### config.mk
export PLATFORM = sky130hd
export DESIGN_NAME = sha1_message_digest
export DESIGN_NICKNAME = d
export VERILOG_FILES = /design/src/design/sha1_md_pkg.sv /design/src/design/sha1_md_core.sv /design/src/design/sha1_message_digest.sv
export VERILOG_INCLUDE_DIRS = /design/src /design/src/design
export SDC_FILE = /design/constraint.sdc
export NUM_CORES = 2
export LEC_CHECK = 0
export BUFFER_PORTS_ARGS = -buffer_cell sky130_fd_sc_hd__buf_2
export CAP_MARGIN = 20
export CORE_ASPECT_RATIO = 1.1
export CORE_MARGIN = 2
export CORE_UTILIZATION = 58
export CTS_CLUSTER_DIAMETER = 100
export DETAILED_ROUTE_END_ITERATION = 8
export PLACE_DENSITY = 0.88
export SYNTH_ARGS = -nofsm -noshare
export SYNTH_HDL_FRONTEND = slang
export SYNTH_SLANG_ARGS = --single-unit
### constraint.sdc
create_clock -name clk -period 29.3 [get_ports clk]
set_clock_uncertainty 0.1 [all_clocks]
set_input_delay 4.395 -clock clk [delete_from_list [all_inputs] [get_ports clk]]
set_output_delay 4.395 -clock clk [all_outputs]
set_load 0.01 [all_outputs]
### src/design/sha1_message_digest_defines.svh
// Assertion macros for the file that checks its own logic.
`ifndef SHA1_MESSAGE_DIGEST_DEFINES_SVH
`define SHA1_MESSAGE_DIGEST_DEFINES_SVH

// Same-cycle implication, checked at every rising edge of clk outside reset.
`define SHA1_ASSERT_SAME(label, ante, cons, msg) \
	label: assert property (@(posedge clk) disable iff (!arst_n) (ante) |-> (cons)) \
		else $error(msg);

// Next-cycle implication, checked at every rising edge of clk outside reset.
`define SHA1_ASSERT_NEXT(label, ante, cons, msg) \
	label: assert property (@(posedge clk) disable iff (!arst_n) (ante) |=> (cons)) \
		else $error(msg);

`endif

### src/design/sha1_md_pkg.sv
package sha1_md_pkg;

	// Block geometry.
	localparam int BLOCK_BITS  = 512;
	localparam int BLOCK_WORDS = 16;
	localparam int CHAIN_WORDS = 5;

	// Fill level at which the 64-bit length field begins.
	localparam logic [5:0] LEN_START = 6'd56;
	// Fill level of the last byte slot in a block.
	localparam logic [5:0] FILL_LAST = 6'd63;

	// First padding byte.
	localparam logic [7:0] PAD_BYTE = 8'h80;

	// Last round index of the compression function.
	localparam logic [6:0] LAST_ROUND = 7'd79;

	// Initial chaining values.
	localparam logic [31:0] IV0 = 32'h67452301;
	localparam logic [31:0] IV1 = 32'hEFCDAB89;
	localparam logic [31:0] IV2 = 32'h98BADCFE;
	localparam logic [31:0] IV3 = 32'h10325476;
	localparam logic [31:0] IV4 = 32'hC3D2E1F0;

	// Round constants.
	localparam logic [31:0] K0 = 32'h5A827999;
	localparam logic [31:0] K1 = 32'h6ED9EBA1;
	localparam logic [31:0] K2 = 32'h8F1BBCDC;
	localparam logic [31:0] K3 = 32'hCA62C1D6;

	// Five chaining words, word 0 at index 0.
	typedef logic [CHAIN_WORDS-1:0][31:0] chain_t;

	// Commands from the sequencer to the compression core.
	typedef struct packed {
		logic start;
		logic init;
	} core_ctrl_t;

	// Status from the compression core to the sequencer.
	typedef struct packed {
		logic busy;
		logic done;
	} core_stat_t;

	// Boolean function of one round.
	function automatic logic [31:0] sha1_f(input logic [6:0] round,
			input logic [31:0] b, input logic [31:0] c, input logic [31:0] d);
		logic [31:0] f;
		if (round < 7'd20) begin
			f = (b & c) | (~b & d);
		end else if (round < 7'd40) begin
			f = b ^ c ^ d;
		end else if (round < 7'd60) begin
			f = (b & c) | (b & d) | (c & d);
		end else begin
			f = b ^ c ^ d;
		end
		return f;
	endfunction

	// Additive constant of one round.
	function automatic logic [31:0] sha1_k(input logic [6:0] round);
		logic [31:0] k;
		if (round < 7'd20) begin
			k = K0;
		end else if (round < 7'd40) begin
			k = K1;
		end else if (round < 7'd60) begin
			k = K2;
		end else begin
			k = K3;
		end
		return k;
	endfunction

endpackage

### src/design/sha1_md_core.sv
module sha1_md_core
	import sha1_md_pkg::*;
(
	input  logic                  clk,
	input  logic                  arst_n,
	input  core_ctrl_t            ctrl,
	input  logic [BLOCK_BITS-1:0] block,
	output chain_t                chain,
	output core_stat_t            stat
);

	// Sliding window of the message schedule, current word at index 0.
	logic [BLOCK_WORDS-1:0][31:0] w_q;
	logic [31:0] a_q, b_q, c_q, d_q, e_q;
	chain_t      h_q;
	logic [6:0]  round_q;
	logic        busy_q;
	logic        fin_q;

	logic [31:0] f_val;
	logic [31:0] k_val;
	logic [31:0] t_val;
	logic [31:0] w_mix;
	logic [31:0] w_new;

	// One round of the compression function and the next schedule word.
	always_comb begin
		f_val = sha1_f(round_q, b_q, c_q, d_q);
		k_val = sha1_k(round_q);
		t_val = {a_q[26:0], a_q[31:27]} + f_val + e_q + k_val + w_q[0];
		w_mix = w_q[13] ^ w_q[8] ^ w_q[2] ^ w_q[0];
		w_new = {w_mix[30:0], w_mix[31]};
	end

	// Round counter and chaining state.
	always_ff @(posedge clk or negedge arst_n) begin
		if (!arst_n) begin
			busy_q  <= 1'b0;
			fin_q   <= 1'b0;
			round_q <= '0;
			h_q     <= {IV4, IV3, IV2, IV1, IV0};
		end else begin
			fin_q <= 1'b0;
			if (ctrl.start && !busy_q) begin
				busy_q  <= 1'b1;
				round_q <= '0;
			end else if (busy_q) begin
				if (round_q == LAST_ROUND) begin
					busy_q <= 1'b0;
					fin_q  <= 1'b1;
				end
				round_q <= round_q + 7'd1;
			end
			// Fold the working variables into the chain after the last round.
			if (fin_q) begin
				h_q[0] <= h_q[0] + a_q;
				h_q[1] <= h_q[1] + b_q;
				h_q[2] <= h_q[2] + c_q;
				h_q[3] <= h_q[3] + d_q;
				h_q[4] <= h_q[4] + e_q;
			end else if (ctrl.init && !busy_q) begin
				h_q <= {IV4, IV3, IV2, IV1, IV0};
			end
		end
	end

	// Working variables and schedule window.
	always_ff @(posedge clk) begin
		if (ctrl.start && !busy_q) begin
			for (int i = 0; i < BLOCK_WORDS; i++) begin
				w_q[i] <= block[BLOCK_BITS-1-32*i -: 32];
			end
			a_q <= h_q[0];
			b_q <= h_q[1];
			c_q <= h_q[2];
			d_q <= h_q[3];
			e_q <= h_q[4];
		end else if (busy_q) begin
			for (int i = 0; i < BLOCK_WORDS-1; i++) begin
				w_q[i] <= w_q[i+1];
			end
			w_q[BLOCK_WORDS-1] <= w_new;
			e_q <= d_q;
			d_q <= c_q;
			c_q <= {b_q[1:0], b_q[31:2]};
			b_q <= a_q;
			a_q <= t_val;
		end
	end

	assign chain     = h_q;
	assign stat.busy = busy_q;
	assign stat.done = fin_q;

endmodule

### src/design/sha1_message_digest.sv
// SHA-1 message digest over a byte stream.
// Input channel s_axis: one transaction per item. tdata holds one message byte,
// tuser says whether that byte is present, tlast marks the final item of a message.
// Output channel m_axis: five transactions per message, the 32-bit digest words
// in order from word 0, with tlast on the fifth.
// An item is taken whenever the sequencer is idle. The 64th byte of a block starts
// the round unit, which runs one round per cycle: the block is not ready during
// the load, the rounds and the chain update. An item marked last is followed by
// padding, one byte per cycle into the block shift register while no block is
// being compressed, and one or two compressions before the first digest word shows.
// The digest sits in its own output register, so the next message is taken
// while it drains; a new digest waits in the chaining state, with the input
// not ready, only if the old one is still held.
// A stalled receiver holds the current word and tlast until the transaction.
// Reset clears the chaining state to the initial hash values, the fill count,
// the bit count and the output word count; no item is lost or repeated.
`include "sha1_message_digest_defines.svh"

module sha1_message_digest
	import sha1_md_pkg::*;
(
	input  logic        clk,
	input  logic        arst_n,
	input  logic        s_axis_tvalid,
	output logic        s_axis_tready,
	input  logic [7:0]  s_axis_tdata,   // [7:0] data_byte
	input  logic        s_axis_tuser,   // [0] has_byte
	input  logic        s_axis_tlast,
	output logic        m_axis_tvalid,
	input  logic        m_axis_tready,
	output logic [31:0] m_axis_tdata,   // [31:0] digest_word
	output logic        m_axis_tlast
);

	// Sequencer states.
	localparam logic [2:0] ST_IDLE   = 3'd0;
	localparam logic [2:0] ST_COMP   = 3'd1;
	localparam logic [2:0] ST_PAD80  = 3'd2;
	localparam logic [2:0] ST_PADZ   = 3'd3;
	localparam logic [2:0] ST_LEN    = 3'd4;
	localparam logic [2:0] ST_DIGEST = 3'd5;

	logic [2:0]            state_q;
	logic [2:0]            ret_q;
	logic                  go_q;
	logic [5:0]            fill_q;
	logic [63:0]           total_q;
	logic [63:0]           len_q;
	logic [BLOCK_BITS-1:0] buf_q;
	chain_t                out_q;
	logic [2:0]            cnt_q;

	logic       in_acc;
	logic       out_acc;
	logic       shift_en;
	logic [7:0] shift_byte;
	logic       block_full;

	core_ctrl_t core_ctrl;
	core_stat_t core_stat;
	chain_t     chain;

	assign s_axis_tready = (state_q == ST_IDLE);
	assign in_acc        = s_axis_tvalid && s_axis_tready;
	assign m_axis_tvalid = (cnt_q != 3'd0);
	assign m_axis_tdata  = out_q[0];
	assign m_axis_tlast  = (cnt_q == 3'd1);
	assign out_acc       = m_axis_tvalid && m_axis_tready;

	// Byte that enters the block register this cycle.
	always_comb begin
		shift_en   = 1'b0;
		shift_byte = 8'h00;
		case (state_q)
			ST_IDLE: begin
				shift_en   = in_acc && s_axis_tuser;
				shift_byte = s_axis_tdata;
			end
			ST_PAD80: begin
				shift_en   = 1'b1;
				shift_byte = PAD_BYTE;
			end
			ST_PADZ: begin
				shift_en   = (fill_q != LEN_START);
				shift_byte = 8'h00;
			end
			ST_LEN: begin
				shift_en   = 1'b1;
				shift_byte = len_q[63:56];
			end
			default: begin
				shift_en   = 1'b0;
				shift_byte = 8'h00;
			end
		endcase
		block_full = shift_en && (fill_q == FILL_LAST);
	end

	assign core_ctrl.start = go_q;
	assign core_ctrl.init  = (state_q == ST_DIGEST) && (cnt_q == 3'd0);

	// Block shift register: the first byte of a block ends up in the top bits.
	always_ff @(posedge clk) begin
		if (shift_en) begin
			buf_q <= {buf_q[BLOCK_BITS-9:0], shift_byte};
		end
		if (state_q == ST_PAD80) begin
			len_q <= total_q + {55'd0, fill_q, 3'd0};
		end else if (state_q == ST_LEN) begin
			len_q <= {len_q[55:0], 8'h00};
		end
	end

	// Sequencer over message bytes, padding and compressions.
	always_ff @(posedge clk or negedge arst_n) begin
		if (!arst_n) begin
			state_q <= ST_IDLE;
			ret_q   <= ST_IDLE;
			go_q    <= 1'b0;
			fill_q  <= '0;
			total_q <= '0;
		end else begin
			go_q <= 1'b0;
			if (shift_en) begin
				fill_q <= fill_q + 6'd1;
			end
			case (state_q)
				ST_IDLE: begin
					if (in_acc) begin
						if (block_full) begin
							go_q    <= 1'b1;
							state_q <= ST_COMP;
							total_q <= total_q + 64'(BLOCK_BITS);
							ret_q   <= s_axis_tlast ? ST_PAD80 : ST_IDLE;
						end else if (s_axis_tlast) begin
							state_q <= ST_PAD80;
						end
					end
				end
				ST_COMP: begin
					if (core_stat.done) begin
						state_q <= ret_q;
					end
				end
				ST_PAD80: begin
					if (block_full) begin
						go_q    <= 1'b1;
						state_q <= ST_COMP;
						ret_q   <= ST_PADZ;
					end else begin
						state_q <= ST_PADZ;
					end
				end
				ST_PADZ: begin
					if (fill_q == LEN_START) begin
						state_q <= ST_LEN;
					end else if (block_full) begin
						go_q    <= 1'b1;
						state_q <= ST_COMP;
						ret_q   <= ST_PADZ;
					end
				end
				ST_LEN: begin
					if (block_full) begin
						go_q    <= 1'b1;
						state_q <= ST_COMP;
						ret_q   <= ST_DIGEST;
					end
				end
				ST_DIGEST: begin
					if (cnt_q == 3'd0) begin
						total_q <= '0;
						state_q <= ST_IDLE;
					end
				end
				default: begin
					state_q <= ST_IDLE;
				end
			endcase
		end
	end

	// Output register: five digest words, drained one per transaction.
	always_ff @(posedge clk or negedge arst_n) begin
		if (!arst_n) begin
			cnt_q <= '0;
		end else if (core_ctrl.init) begin
			cnt_q <= 3'(CHAIN_WORDS);
		end else if (out_acc) begin
			cnt_q <= cnt_q - 3'd1;
		end
	end

	always_ff @(posedge clk) begin
		if (core_ctrl.init) begin
			out_q <= chain;
		end else if (out_acc) begin
			for (int i = 0; i < CHAIN_WORDS-1; i++) begin
				out_q[i] <= out_q[i+1];
			end
		end
	end

	sha1_md_core u_core (
		.clk    (clk),
		.arst_n (arst_n),
		.ctrl   (core_ctrl),
		.block  (buf_q),
		.chain  (chain),
		.stat   (core_stat)
	);

	// The round unit runs only while the sequencer waits for it.
	`SHA1_ASSERT_SAME(a_busy_in_comp, core_stat.busy || core_stat.done, state_q == ST_COMP,
		"round unit active outside a compression")
	// A start is only issued to an idle round unit, which then becomes busy.
	`SHA1_ASSERT_NEXT(a_start_busy, go_q, core_stat.busy && (state_q == ST_COMP),
		"compression start not taken by the round unit")
	// Loading the digest fills the output register with all five words.
	`SHA1_ASSERT_NEXT(a_digest_load, (state_q == ST_DIGEST) && (cnt_q == 3'd0),
		(cnt_q == 3'(CHAIN_WORDS)) && (state_q == ST_IDLE), "digest load failed")
	// The length field always begins at its fixed place in the block.
	`SHA1_ASSERT_SAME(a_len_place, (state_q == ST_LEN) && !$past(state_q == ST_LEN),
		fill_q == LEN_START, "length field misplaced")

endmodule
==> impl_results.md <==
* Status: complete, no violations
* Synth async-reset ratio at 0.146
* Top_reg_cell synth: edfxtp_1
* Commonest cells after routing, fill and taps aside: 2,444 x nand2_1, 1,405 x edfxtp_1, 288 x nor2_1, 249 x a21oi_1, 239 x o21ai_0
* Total GRT Usage at 0.276
* Post-cts hold buffer count at 0
* Setup TNS at 0 ps
* Max VDD drop at 0.0638 mV
* Worst Setup SP: s_axis_tvalid
* I/O Buffers at 48
* Clk_lat worst skew at 810 ps
* DRT Wirelength at 186 mm
* PwrDens at 72.6 mW/mm²
* GPL Wtd Cong at 0.967
* Mapped Area at 0.0762 mm²
* CTS H-tree lvls at 4
* CTS tree: built
* PostCTS Resize Cnt at 0
* Clk slew on worst S/H paths at 60 ps
* RSZ-0062 raised after global routing: false
* Pre-CTS setup slack at 20,420 ps
* Layout Area Growth over Synthesis at 9.14%
* CORE AREA at 0.130 mm²
* Initial antenna violation count at 3
* Postcts setup bufs at 0
* Root Buffer: clkbuf_16
* Slew @ Worst Pin at 1160 ps
* Flop pwr share at 0.552
* Largest family of logic cells by synthesized area: simple AND/OR/NAND/NOR gates
* R2r setup slk at 21,920 ps
* Dpl hpwl at 113 mm
* CTS sink count at 1,645
* Most frequent CP cell: buf_4
* Post-DR vias/cell at 6.06
* Share of layout cells above drive strength 1 at 0.0734
* Starting Density at 0.584
* Post-Synth Simple-Gate Area at 0.156
* CP required at 29,590 ps
* XOR/XNOR share of the synthesized area at 0.0364
* DIE WIDTH at 350 µm
* Distinct cells, synth at 91
* Pins Over Slew Limit at 0
* Psw at 1.55 mW
* Largest delay share family, worst path: buffers and inverters
* Clk network pwr share at 0.349
* Vias at 51,600
* GRT overflow at 0
* Slowest cell on crit path: buf_4
* Vias in the first global route at 51,700
* Rel. slew slack at 0.227
* Boundary Pins at 49
* First-pass GRT wire length at 287 mm
* Int Pwr at 4.49 mW
* Leak at 33.2 nW
* Die height at 384 µm
* Fin. Hold Viols at 0
* Final worst path period need at 8130 ps
* Routed len/inst at 21.9 µm
* Crit Path Category: in2reg
* DRT iter0 DRCs at 6,734
* Num rows at 139
* Hold Path Class: reg2reg
* DIE AREA at 0.134 mm²
* R2R Path Start: u_core.round_q[4]$_DFFE_PN0P_
* Endpoint type of the worst setup path: flip-flop
* Max-cap violation count at 0
* Critical Path AT at 8420 ps
* Mux contribution to synthesized area at 0.00982
* Post-synthesis sequential area ratio at 0.634
* Worst hold start: buf_q[340]$_DFFE_PP_
* Drt first pass iters at 8
* Startpoint Class: primary input
* Synth warn at 0
* EDFF count, synth at 1,405
* Final worst slack at 21,170 ps
* Clock buffer depth at 3
* Crit-path cells: buf_2 -> a21oi_1 -> o21ai_2 -> a21boi_4 -> buf_4 -> buf_4 -> buf_4 -> buf_4
* CP max stage delay at 960 ps
* Synthesized flop and latch total at 1,645
* Final ANT Viol Nets at 0
* DRC viols at 0
* Mean Syn Cell Area at 11.4 µm²
* Worst Path Buf+Inv at 5
* Final worst-path cycle share at 0.277
* Total CTS buffers at 157
* Synthesized Nets at 7,075
* # setup viols final at 0
* Final hold slack at 333 ps
* Most common cell after layout, fill and taps aside: nand2_1
* Syn Inst Count at 6,710
* Switching part of the total power at 0.257
* Largest net degree at the start of global routing at 220
* Post-Synth Adder-Cell Area at 0.0699
* Fmax at 123 MHz
* Maximum fanout along the worst path at 84
* Logic pwr share at 0.099
* Compound-Gate Fraction of Synth Area at 0.0665
* Final net count at 7,046
[power by group through the flow]
stage / sequential, mW / clock (mW) / combinational (mW)
final: 3.34 / 2.11 / 0.597
after CTS: 3.34 / 2.11 / 0.590
after global routing: 3.37 / 2.19 / 0.654
after floorplan: 3.46 / 0 / 0.429
after detailed placement: 3.36 / 0 / 0.583
after global placement: 3.33 / 0 / 0.560
[cells in the mapped netlist, types with 80 or more instances]
| master | count | share of area |
|---|---|---|
| inv_1 | 226 | 0.011 |
| dfrtp_1 | 160 | 0.053 |
| a21oi_1 | 250 | 0.016 |
| edfxtp_1 | 1405 | 0.55 |
| o21ai_0 | 239 | 0.016 |
| nand2_1 | 2445 | 0.12 |
| fa_1 | 124 | 0.033 |
| dfstp_2 | 80 | 0.028 |
| nor2_1 | 290 | 0.014 |
| xor2_1 | 106 | 0.012 |
| xnor2_1 | 211 | 0.024 |
| clkbuf_1 | 233 | 0.011 |
| ha_1 | 227 | 0.037 |
[worst register-to-register path, stage by stage (launching register included)]
cell and delay (ps):
dfrtp_1 460, a41oi_1 630, inv_1 330, nor2_1 420, inv_2 70, nand2_1 80, buf_4 460, nor2_1 80
nor2_1 140, fa_1 430, inv_1 90, fa_1 440, fa_1 470, inv_1 70, ha_1 190, inv_1 60
fa_1 410, nor2b_1 170, o31a_1 190, o22a_1 210, a31o_2 230, a21oi_1 130, o31ai_1 580, a211oi_1 250
a21oi_1 220, xnor2_1 140, o21ai_1 70
[routing by layer]
layer  track usage  share of wire  vias up
met1         0.354           0.37    25100
met4         0.136          0.051        2
met5             0       0.000070        -
met2         0.452           0.48     3088
li1              -              -    22800
met3        0.0541          0.099      626
[cell type report]
cell class | count | area, µm²
flip-flops and latches | 1645 | 48300
fillers | 8726 | 47300
multi-input cells | 4554 | 25900
clock buffers | 211 | 4340
well taps | 1692 | 2120
clock inverters | 80 | 921
inverters | 228 | 868
repair buffers | 95 | 698
diodes | 1 | 2.50
[per-stage QoR]
stage,util,area (µm²),total power [mW],std cells
6_report,0.638,83200,6.04,8506
5_1_grt,0.637,83200,6.22,8505
4_1_cts,0.637,83100,6.04,8503
3_5_place_dp,0.597,77800,3.94,8212
3_3_place_gp,0.597,77800,3.89,8212
2_1_floorplan,-,76200,3.89,6710
[flip-flops by register name, summed over array words and instances, names as in the netlist]
signal and count:
cnt_q 3, u_core.a_q 32, u_core.fin_q 1, len_q 61, u_core.round_q 7, u_core.chain 160
u_core.d_q 32, total_q 55, fill_q 6, state_q 3, go_q 1, u_core.b_q 32
u_core.busy_q 1, ret_q 3, buf_q 512, u_core.w_q 512, m_axis_tdata 32, u_core.e_q 32
out_q 128, u_core.c_q 32
[logic make-up (layout without fill, tap and decap cells)]
family,after synthesis,count (layout)
AO/OA/AOI/OAI,810,810
flip-flops,1645,1645
buffers and inverters,511,614
AND/OR/NAND/NOR,3008,3008
other,0,1
XOR/XNOR,317,317
multiplexers,68,68
adder cells (fa/ha/maj),351,351
[final timing paths]
kind | endpoint | depth (start not counted)
hold reg to reg | buf_q[348]$_DFFE_PP_ | 0
min in group asynchronous | u_core.chain[89]$_DFFE_PN0P_ | 1
setup reg to reg | u_core.a_q[31]$_DFFE_PP_ | 26
hold / removal | buf_q[348]$_DFFE_PP_ | 0
max in group asynchronous | u_core.fin_q$_DFF_PN0_ | 2
setup / recovery | buf_q[312]$_DFFE_PP_ | 8
No activity file was read; power rests on OpenSTA's default activity.
